$ cat config.mk
export PLATFORM = sky130hd
export DESIGN_NAME = key_sequence_prefix_matcher
export DESIGN_NICKNAME = d
export VERILOG_FILES = /design/src/design/ksp_pkg.sv /design/src/design/key_sequence_prefix_matcher.sv
export VERILOG_INCLUDE_DIRS = /design/src /design/src/design
export SDC_FILE = /design/constraint.sdc
export NUM_CORES = 2
export LEC_CHECK = 0
export BUFFER_PORTS_ARGS = -buffer_cell sky130_fd_sc_hd__clkbuf_2
export CORE_MARGIN = 2
export CORE_UTILIZATION = 59
export DETAILED_ROUTE_END_ITERATION = 10
export PLACE_DENSITY = 0.85
export SLEW_MARGIN = 20
export SYNTH_ARGS = -nofsm -noshare
export SYNTH_HDL_FRONTEND = slang
export SYNTH_SLANG_ARGS = --single-unit
$ cat constraint.sdc
create_clock -name i_clk -period 4.2 [get_ports i_clk]
set_input_delay 0.21 -clock i_clk [delete_from_list [all_inputs] [get_ports i_clk]]
set_output_delay 0.21 -clock i_clk [all_outputs]
set_load 0.005 [all_outputs]
$ cat src/design/key_sequence_prefix_matcher_defines.svh
// Assertion macros shared by the key sequence prefix matcher.
`ifndef KEY_SEQUENCE_PREFIX_MATCHER_DEFINES_SVH
`define KEY_SEQUENCE_PREFIX_MATCHER_DEFINES_SVH

// Same-cycle implication, checked at every rising clock edge outside reset.
`define KSP_ASSERT_IMP(lbl, clk, rst_n, ante, cons) \
    lbl: assert property (@(posedge clk) disable iff (!rst_n) (ante) |-> (cons)) \
        else $error("ksp: same-cycle check failed");

// Next-cycle implication, checked at every rising clock edge outside reset.
`define KSP_ASSERT_NXT(lbl, clk, rst_n, ante, cons) \
    lbl: assert property (@(posedge clk) disable iff (!rst_n) (ante) |=> (cons)) \
        else $error("ksp: next-cycle check failed");

`endif

$ cat src/design/ksp_pkg.sv
package ksp_pkg;

    // Default table geometry.
    localparam int NumEntriesDef = 16;
    localparam int MaxSeqLenDef  = 8;
    localparam int MaxEventsDef  = 8;

    // Input item kinds, carried on tuser.
    typedef enum logic [2:0] {
        KIND_KEY      = 3'd0,
        KIND_PAT_BYTE = 3'd1,
        KIND_EVT_CODE = 3'd2,
        KIND_PAT_LEN  = 3'd3,
        KIND_EVT_CNT  = 3'd4
    } t_kind;

    // Result status codes.
    typedef enum logic [1:0] {
        STAT_ADVANCE = 2'd0,
        STAT_MATCH   = 2'd1,
        STAT_NOMATCH = 2'd2,
        STAT_LOADED  = 2'd3
    } t_status;

    // Sequencer states.
    typedef enum logic [2:0] {
        S_IDLE,
        S_SCAN,
        S_EVT_RD,
        S_EVT_PUT,
        S_RESP
    } t_state;

    // Address width of a store with the given depth, at least one bit.
    function automatic int addr_width(input int depth);
        return (depth > 1) ? $clog2(depth) : 1;
    endfunction

endpackage

$ cat src/design/key_sequence_prefix_matcher.sv
// Key sequence prefix matcher.
// The slave stream carries one item per transfer: tuser holds the kind (key byte or
// one of four table load kinds) and tdata holds key, entry, position and value. The
// master stream returns results: one per load or per key that advances or misses, and
// one per event code when a key completes a table entry, or a single one when it has
// none (tlast on the final one). A key is checked against one table entry per cycle
// through the single pattern memory read port. Each event code of a match is then
// fetched by one event memory read and placed by one output register load.
// The slave side takes one item at a time; tready is high only while the sequencer
// idles, and a finished result may still wait in the output register meanwhile.
// When the receiver stalls, the sequencer holds its pending result until the output
// register frees. Reset clears the depth, the candidate bits, all pattern lengths and
// event counts and empties the output register, and tready stays low while reset is
// held; pattern bytes and event codes are undefined until loaded. Kinds five to seven
// are taken and produce no result.
`include "key_sequence_prefix_matcher_defines.svh"

module key_sequence_prefix_matcher #(
    parameter int NUM_ENTRIES = ksp_pkg::NumEntriesDef,
    parameter int MAX_SEQ_LEN = ksp_pkg::MaxSeqLenDef,
    parameter int MAX_EVENTS  = ksp_pkg::MaxEventsDef
) (
    input  logic        i_clk,
    input  logic        i_rst_n,
    input  logic        s_axis_tvalid,
    output logic        s_axis_tready,
    // key[7:0], entry[11:8], position[14:12], value[24:15], zero fill[31:25]
    input  logic [31:0] s_axis_tdata,
    // kind[2:0]
    input  logic [2:0]  s_axis_tuser,
    output logic        m_axis_tvalid,
    input  logic        m_axis_tready,
    // status[1:0], has_event[2], event_code[12:3], matched_entry[16:13], zero fill[23:17]
    output logic [23:0] m_axis_tdata,
    output logic        m_axis_tlast
);

    localparam int ENT_W  = ksp_pkg::addr_width(NUM_ENTRIES);
    localparam int IDX_W  = ENT_W + 1;
    localparam int DEP_W  = ksp_pkg::addr_width(MAX_SEQ_LEN);
    localparam int LEN_W  = $clog2(MAX_SEQ_LEN + 1);
    localparam int EVI_W  = ksp_pkg::addr_width(MAX_EVENTS);
    localparam int EVC_W  = $clog2(MAX_EVENTS + 1);
    localparam int PAT_AW = ksp_pkg::addr_width(NUM_ENTRIES * MAX_SEQ_LEN);
    localparam int EVT_AW = ksp_pkg::addr_width(NUM_ENTRIES * MAX_EVENTS);

    // Input fields.
    logic [7:0]     w_key;
    logic [3:0]     w_entry;
    logic [2:0]     w_position;
    logic [9:0]     w_value;
    ksp_pkg::t_kind w_kind;
    logic           w_in_xfer;
    logic           w_ent_ok;
    logic [ENT_W-1:0] w_ent_idx;

    assign w_key      = s_axis_tdata[7:0];
    assign w_entry    = s_axis_tdata[11:8];
    assign w_position = s_axis_tdata[14:12];
    assign w_value    = s_axis_tdata[24:15];
    assign w_kind     = ksp_pkg::t_kind'(s_axis_tuser);
    assign w_in_xfer  = s_axis_tvalid && s_axis_tready;
    assign w_ent_ok   = 32'(w_entry) < NUM_ENTRIES;
    assign w_ent_idx  = ENT_W'(w_entry);

    // Sequencer and table state.
    ksp_pkg::t_state  r_state, n_state;
    logic [DEP_W-1:0] r_depth;
    logic [NUM_ENTRIES-1:0] r_cand;
    logic [LEN_W-1:0] r_len [NUM_ENTRIES];
    logic [EVC_W-1:0] r_cnt [NUM_ENTRIES];
    logic [7:0]       r_key;
    logic [IDX_W-1:0] r_idx;
    logic             r_cmp_vld;
    logic [ENT_W-1:0] r_cmp_idx;
    logic             r_surv;
    logic [ENT_W-1:0] r_hit;
    logic [EVC_W-1:0] r_ev_idx;
    logic [EVC_W-1:0] r_ev_n;
    ksp_pkg::t_status r_res_status;
    logic [3:0]       r_res_entry;
    logic [7:0]       r_pat_rd;
    logic [9:0]       r_ev_rd;

    // Output register.
    logic             r_out_vld;
    ksp_pkg::t_status r_out_status;
    logic             r_out_has;
    logic [9:0]       r_out_code;
    logic [3:0]       r_out_entry;
    logic             r_out_last;

    // Memories for pattern bytes and event codes.
    logic [7:0] r_pat_mem [NUM_ENTRIES * MAX_SEQ_LEN];
    logic [9:0] r_evt_mem [NUM_ENTRIES * MAX_EVENTS];

    // Shared compare unit: one table entry per cycle.
    logic [LEN_W-1:0] w_cmp_len;
    logic             w_cmp_hit;
    logic             w_cmp_full;
    logic             w_cmp_last;
    logic             w_issue;
    logic             w_out_free;
    logic             w_ev_last;

    assign w_cmp_len  = r_len[r_cmp_idx];
    assign w_cmp_hit  = r_cmp_vld && r_cand[r_cmp_idx] && (w_cmp_len > LEN_W'(r_depth))
                        && (r_pat_rd == r_key);
    assign w_cmp_full = w_cmp_hit && (w_cmp_len == LEN_W'(r_depth) + LEN_W'(1));
    assign w_cmp_last = r_cmp_vld && (r_cmp_idx == ENT_W'(NUM_ENTRIES - 1));
    assign w_issue    = r_idx < IDX_W'(NUM_ENTRIES);
    assign w_out_free = !r_out_vld || m_axis_tready;
    assign w_ev_last  = (r_ev_idx + EVC_W'(1)) == r_ev_n;

    // Memory addresses.
    logic [PAT_AW-1:0] w_pat_wa, w_pat_ra;
    logic [EVT_AW-1:0] w_evt_wa, w_evt_ra;

    assign w_pat_wa = PAT_AW'(w_ent_idx) * PAT_AW'(MAX_SEQ_LEN) + PAT_AW'(w_position);
    assign w_pat_ra = PAT_AW'(r_idx[ENT_W-1:0]) * PAT_AW'(MAX_SEQ_LEN) + PAT_AW'(r_depth);
    assign w_evt_wa = EVT_AW'(w_ent_idx) * EVT_AW'(MAX_EVENTS) + EVT_AW'(w_position);
    assign w_evt_ra = EVT_AW'(r_hit) * EVT_AW'(MAX_EVENTS) + EVT_AW'(r_ev_idx[EVI_W-1:0]);

    // Next state.
    always_comb begin
        n_state = r_state;
        unique case (r_state)
            ksp_pkg::S_IDLE: begin
                if (w_in_xfer) begin
                    case (w_kind) inside
                        ksp_pkg::KIND_KEY: n_state = ksp_pkg::S_SCAN;
                        ksp_pkg::KIND_PAT_BYTE, ksp_pkg::KIND_EVT_CODE,
                        ksp_pkg::KIND_PAT_LEN, ksp_pkg::KIND_EVT_CNT: begin
                            n_state = ksp_pkg::S_RESP;
                        end
                        default: n_state = ksp_pkg::S_IDLE;
                    endcase
                end
            end
            ksp_pkg::S_SCAN: begin
                if (w_cmp_full) begin
                    n_state = (r_cnt[r_cmp_idx] == '0) ? ksp_pkg::S_RESP : ksp_pkg::S_EVT_RD;
                end else if (w_cmp_last) begin
                    n_state = ksp_pkg::S_RESP;
                end
            end
            ksp_pkg::S_EVT_RD: n_state = ksp_pkg::S_EVT_PUT;
            ksp_pkg::S_EVT_PUT: begin
                if (w_out_free) begin
                    n_state = w_ev_last ? ksp_pkg::S_IDLE : ksp_pkg::S_EVT_RD;
                end
            end
            ksp_pkg::S_RESP: begin
                if (w_out_free) begin
                    n_state = ksp_pkg::S_IDLE;
                end
            end
            default: n_state = ksp_pkg::S_IDLE;
        endcase
    end

    // Sequencer outputs.
    logic             w_out_load;
    logic             n_cmp_vld;
    ksp_pkg::t_status w_ld_status;
    logic             w_ld_has;
    logic [9:0]       w_ld_code;
    logic [3:0]       w_ld_entry;
    logic             w_ld_last;

    always_comb begin
        s_axis_tready = 1'b0;
        w_out_load    = 1'b0;
        n_cmp_vld     = 1'b0;
        w_ld_status   = r_res_status;
        w_ld_has      = 1'b0;
        w_ld_code     = '0;
        w_ld_entry    = r_res_entry;
        w_ld_last     = 1'b1;
        unique case (r_state)
            ksp_pkg::S_IDLE: s_axis_tready = i_rst_n;
            ksp_pkg::S_SCAN: n_cmp_vld = w_issue && (n_state == ksp_pkg::S_SCAN);
            ksp_pkg::S_EVT_RD: ;
            ksp_pkg::S_EVT_PUT: begin
                w_out_load  = w_out_free;
                w_ld_status = ksp_pkg::STAT_MATCH;
                w_ld_has    = 1'b1;
                w_ld_code   = r_ev_rd;
                w_ld_entry  = 4'(r_hit);
                w_ld_last   = w_ev_last;
            end
            ksp_pkg::S_RESP: w_out_load = w_out_free;
            default: ;
        endcase
    end

    // Control state and the length and count tables.
    always_ff @(posedge i_clk) begin
        if (!i_rst_n) begin
            r_state   <= ksp_pkg::S_IDLE;
            r_depth   <= '0;
            r_cand    <= '0;
            r_cmp_vld <= 1'b0;
            r_surv    <= 1'b0;
            r_out_vld <= 1'b0;
            for (int i = 0; i < NUM_ENTRIES; i++) begin
                r_len[i] <= '0;
                r_cnt[i] <= '0;
            end
        end else begin
            r_state   <= n_state;
            r_cmp_vld <= n_cmp_vld;
            if (w_out_load) begin
                r_out_vld <= 1'b1;
            end else if (m_axis_tready) begin
                r_out_vld <= 1'b0;
            end
            // Item transfer: arm the scan or write a table register.
            if (w_in_xfer) begin
                case (w_kind)
                    ksp_pkg::KIND_KEY: begin
                        r_surv <= 1'b0;
                        if (r_depth == '0) begin
                            r_cand <= '1;
                        end
                    end
                    ksp_pkg::KIND_PAT_LEN: begin
                        if (w_ent_ok) begin
                            r_len[w_ent_idx] <= (32'(w_value) > MAX_SEQ_LEN) ?
                                LEN_W'(MAX_SEQ_LEN) : LEN_W'(w_value);
                        end
                    end
                    ksp_pkg::KIND_EVT_CNT: begin
                        if (w_ent_ok) begin
                            r_cnt[w_ent_idx] <= (32'(w_value) > MAX_EVENTS) ?
                                EVC_W'(MAX_EVENTS) : EVC_W'(w_value);
                        end
                    end
                    default: ;
                endcase
            end
            // Scan: drop failing candidates and settle the depth at the end.
            if (r_state == ksp_pkg::S_SCAN) begin
                if (r_cmp_vld && !w_cmp_hit) begin
                    r_cand[r_cmp_idx] <= 1'b0;
                end
                if (w_cmp_hit) begin
                    r_surv <= 1'b1;
                end
                if (w_cmp_full) begin
                    r_depth <= '0;
                end else if (w_cmp_last) begin
                    r_depth <= (r_surv || w_cmp_hit) ? r_depth + DEP_W'(1) : '0;
                end
            end
        end
    end

    // Datapath registers.
    always_ff @(posedge i_clk) begin
        if (w_in_xfer) begin
            r_key        <= w_key;
            r_idx        <= '0;
            r_res_status <= ksp_pkg::STAT_LOADED;
            r_res_entry  <= '0;
        end
        if (r_state == ksp_pkg::S_SCAN) begin
            if (w_issue) begin
                r_idx <= r_idx + IDX_W'(1);
            end
            r_cmp_idx <= r_idx[ENT_W-1:0];
            if (w_cmp_full) begin
                r_hit        <= r_cmp_idx;
                r_ev_n       <= r_cnt[r_cmp_idx];
                r_ev_idx     <= '0;
                r_res_status <= ksp_pkg::STAT_MATCH;
                r_res_entry  <= 4'(r_cmp_idx);
            end else if (w_cmp_last) begin
                r_res_status <= (r_surv || w_cmp_hit) ? ksp_pkg::STAT_ADVANCE :
                                                        ksp_pkg::STAT_NOMATCH;
                r_res_entry  <= '0;
            end
        end
        if (r_state == ksp_pkg::S_EVT_PUT && w_out_free && !w_ev_last) begin
            r_ev_idx <= r_ev_idx + EVC_W'(1);
        end
        if (w_out_load) begin
            r_out_status <= w_ld_status;
            r_out_has    <= w_ld_has;
            r_out_code   <= w_ld_code;
            r_out_entry  <= w_ld_entry;
            r_out_last   <= w_ld_last;
        end
    end

    // Pattern byte memory: one write port, one registered read port.
    always_ff @(posedge i_clk) begin
        if (w_in_xfer && w_kind == ksp_pkg::KIND_PAT_BYTE && w_ent_ok
                && 32'(w_position) < MAX_SEQ_LEN) begin
            r_pat_mem[w_pat_wa] <= w_value[7:0];
        end
        r_pat_rd <= r_pat_mem[w_pat_ra];
    end

    // Event code memory: one write port, one registered read port.
    always_ff @(posedge i_clk) begin
        if (w_in_xfer && w_kind == ksp_pkg::KIND_EVT_CODE && w_ent_ok
                && 32'(w_position) < MAX_EVENTS) begin
            r_evt_mem[w_evt_wa] <= w_value;
        end
        r_ev_rd <= r_evt_mem[w_evt_ra];
    end

    // Result stream.
    assign m_axis_tvalid = r_out_vld;
    assign m_axis_tdata  = {7'd0, r_out_entry, r_out_code, r_out_has, r_out_status};
    assign m_axis_tlast  = r_out_last;

    // Checks on the sequencer.
    `KSP_ASSERT_IMP(a_depth_bound, i_clk, i_rst_n, 1'b1, 32'(r_depth) < MAX_SEQ_LEN)
    `KSP_ASSERT_IMP(a_cmp_in_scan, i_clk, i_rst_n, r_cmp_vld, r_state == ksp_pkg::S_SCAN)
    `KSP_ASSERT_IMP(a_evt_in_range, i_clk, i_rst_n, r_state == ksp_pkg::S_EVT_PUT, r_ev_idx < r_ev_n)
    `KSP_ASSERT_NXT(a_load_resp, i_clk, i_rst_n, w_in_xfer && w_kind == ksp_pkg::KIND_PAT_LEN, r_state == ksp_pkg::S_RESP)

endmodule
==> run summary <==
Status -> complete, no violations
Gpl congestion -> 0.9148
Vias per cell -> 6.915
Layout Nets -> 5685
HP Class -> in -> reg
Max Cap Violations -> 0
Final slew viol count -> 0
Synth Flop Type -> edfxtp_1
Hold Path Origin -> i_rst_n
Tot GR Track Use -> 0.2884
Hold Crit Depth -> 4
Core area -> 0.1687 mm²
Async SR Flop Fraction -> 0
Placement Setup Slack -> 0.2387 ns
First-pass GRT wire length -> 368.0 mm
Remaining Overflow, GRT -> 0
Mapped Cells -> 5460
Layout Skew -> 0.03014 ns
Most common cell after layout, fill and taps aside -> edfxtp_1
RSZ-0062 raised after global routing -> no
Syn avg cell area -> 18.30 µm²
Crit share post-route -> 0.9419
Total die area -> 0.1726 mm²
Syn. warnings -> 0
Final Worst Setup Slack -> 0.2440 ns
Worst R2R Start -> r_state[0]
Routed length per instance -> 31.25 µm
DRT iter0 DRCs -> 8718
Initial antenna violation count -> 9
Crit path DAT -> 4.44 ns
DPL Wire Length -> 137.8 mm
Synth Register Bits -> 2532
Chip height -> 415.5 µm
Mapped cell area -> 0.09991 mm²
Via count -> 55.64k
Ranking of synthesized cells by area -> edfxtp_1 74%, mux4_2 8.1%, mux2i_1 4.4%
DRC viols -> 0
IO Port Bufs -> 51
Max-Slew Margin vs Limit -> 0.1792
Total CTS buffers -> 221
Setup CP Type -> reg -> reg
Layout cell share with drive strength beyond 1 -> 0.1975
CTS clk-pin slew, worst paths -> 0.06 ns
FP Rows -> 151
Initial cell density of the core -> 0.5922
H-tree levels -> 4
Sink Count -> 2532
Root Buffer -> clkbuf_16
Slew @ Worst Pin -> 1.231 ns
Crit-path slowest cell -> nor2_1
Area Overhead vs Synth -> 11.02%
First drt pass iteration count -> 8
Fmax -> 252.8 MHz
Max incr delay on CP -> 0.95 ns
Seq/Total Area, Yosys -> 0.7552
Worst-case hold slack -> 0.05376 ns
Hold Violations, Final -> 0
Clock Latency Late Sink -> 0.88 ns
Number of global-route vias before repair -> 55.46k
Most frequent cells in the layout -> 2474 x edfxtp_1, 468 x nor2_1, 441 x mux2i_1
Die Wd -> 415.5 µm
Reg2Reg Setup Slack -> 0.24 ns
CP startpoint -> r_state[0]
R2R depth -> 9
Largest net degree at the start of global routing -> 173
Critical-path cell list -> nor4b_2 -> nand2_1 -> buf_4 -> inv_2 -> nand2_1 -> nor4_1 -> nand3_1 -> buf_4 -> nor2_1
P_leak -> 33.68 nW
Post-Route WL -> 251.4 mm
PwrDens -> 440.7 mW/mm²
Maximum VDD drop -> 0.5644 mV
Yosys cell types -> 67
CP Capture Type -> flip-flop
# IOs -> 66
Worst-path maximum fanout -> 16
Setup TNS Final -> 0 ns
Clock buffer depth -> 3
Fill count -> 9971
CTS tree -> done
Antenna Nets Post-Route -> 0
Min Tclk post-route -> 3.956 ns
Area fraction of the dominant cell type after synthesis -> 0.7436
CP Launch Type -> flip-flop
EDFF count, synth -> 2474
Cell taking the most area after synthesis -> edfxtp_1
Final Setup Violations -> 0
CP required -> 4.68 ns
## repair_timing
| item | in CTS | in global routing |
|---|---|---|
| hold endpoints to repair | 585 | 0 |
| endpoints found under the setup margin | 0 | 2 |
| buffers inserted | 0 | 0 |
| resized for setup | 0 | 1 |
| hold buffers | 25 | 0 |
## final cells by class
type | instances | area, µm² | share of cell area
sequential | 2532 | 75460 | 0.6803
timing repair buffer | 293 | 2636 | 0.02377
tap | 2218 | 2775 | 0.02502
inverter | 13 | 48.80 | 0.0004399
clock buffer | 298 | 6013 | 0.05421
clock inverter | 108 | 967.2 | 0.008720
multi-input combinational | 2578 | 23000 | 0.2074
antenna | 6 | 15.01 | 0.0001354
## worst paths after layout
path                        to
max          r_evt_mem[117][7]
min                 r_state[0]
max reg2reg  r_evt_mem[117][7]
min reg2reg         r_cand[15]
## cells by family (layout without fill, tap and decap cells)
group,Yosys count,after routing,share of synthesized area
AOI/OAI and AO/OA,781,781,0.04819
and+or+nand+nor,784,784,0.03251
buffers and inverters,356,712,0.01519
other,1,13,0.00003753
DFF,2532,2532,0.7552
muxes,981,981,0.1464
xor gates and xnor gates,18,18,0.001578
adders and majority gates,7,7,0.0008766
## per-stage QoR
step / power (W) / std cells / utilization / instance area, µm²
floorplan: 0.02873 / 5466 / - / 99930
global placement: 0.02934 / 7609 / 0.6144 / 103700
detailed placement: 0.02940 / 7609 / 0.6144 / 103700
CTS: 0.04885 / 8040 / 0.6573 / 110900
global route: 0.04976 / 8043 / 0.6574 / 110900
finish: 0.04888 / 8046 / 0.6574 / 110900
## sequential cells by signal (all words and copies together), names as in the netlist, 2 cells and up, named ones only
| register | count |
|---|---|
| r_cand | 16 |
| r_cmp_idx | 4 |
| r_cnt | 64 |
| r_depth | 3 |
| r_ev_idx | 4 |
| r_ev_n | 4 |
| r_ev_rd | 10 |
| r_evt_mem | 1280 |
| r_hit | 4 |
| r_idx | 5 |
| r_key | 8 |
| r_len | 64 |
| r_out_code | 10 |
| r_out_entry | 4 |
| r_out_status | 2 |
| r_pat_mem | 1024 |
| r_pat_rd | 8 |
| r_res_entry | 4 |
| r_res_status | 2 |
| r_state | 3 |
## critical path, delay by kind of cell, from the launching register on
family	cells	cell delay [ns]
buf+inv	3	0.77
flops	1	0.37
simple gates	6	2.42
## synthesized netlist by cell type, drive strengths merged (6+ instances only)
| cell type | count |
|---|---|
| a21oi | 290 |
| buf | 135 |
| o221a | 14 |
| nand3 | 40 |
| or3 | 6 |
| mux2 | 174 |
| edfxtp | 2474 |
| nor2 | 470 |
| xor2 | 7 |
| o22ai | 147 |
| nand4 | 8 |
| mux2i | 442 |
| and3 | 8 |
| and2 | 12 |
| dfxtp | 58 |
| clkbuf | 208 |
| o221ai | 144 |
| nor2b | 11 |
| ha | 7 |
| o21ai | 159 |
| nor4 | 6 |
| xnor2 | 11 |
| nand2 | 191 |
| inv | 13 |
| nand2b | 11 |
| mux4 | 365 |
## report_power, final
part / switching (W) / internal, W / total (W)
clock network: 0.00910 / 0.0108 / 0.0199
registers: 0.0000705 / 0.0278 / 0.0278
logic: 0.000851 / 0.000261 / 0.00111
## per-layer routing
metal,GRT usage,part of all wire
met5,0,0.00013
met4,0.1441,0.056
met3,0.05929,0.11
met2,0.4750,0.49
met1,0.3676,0.34
Note: power is estimated with default switching activity, not from simulation.
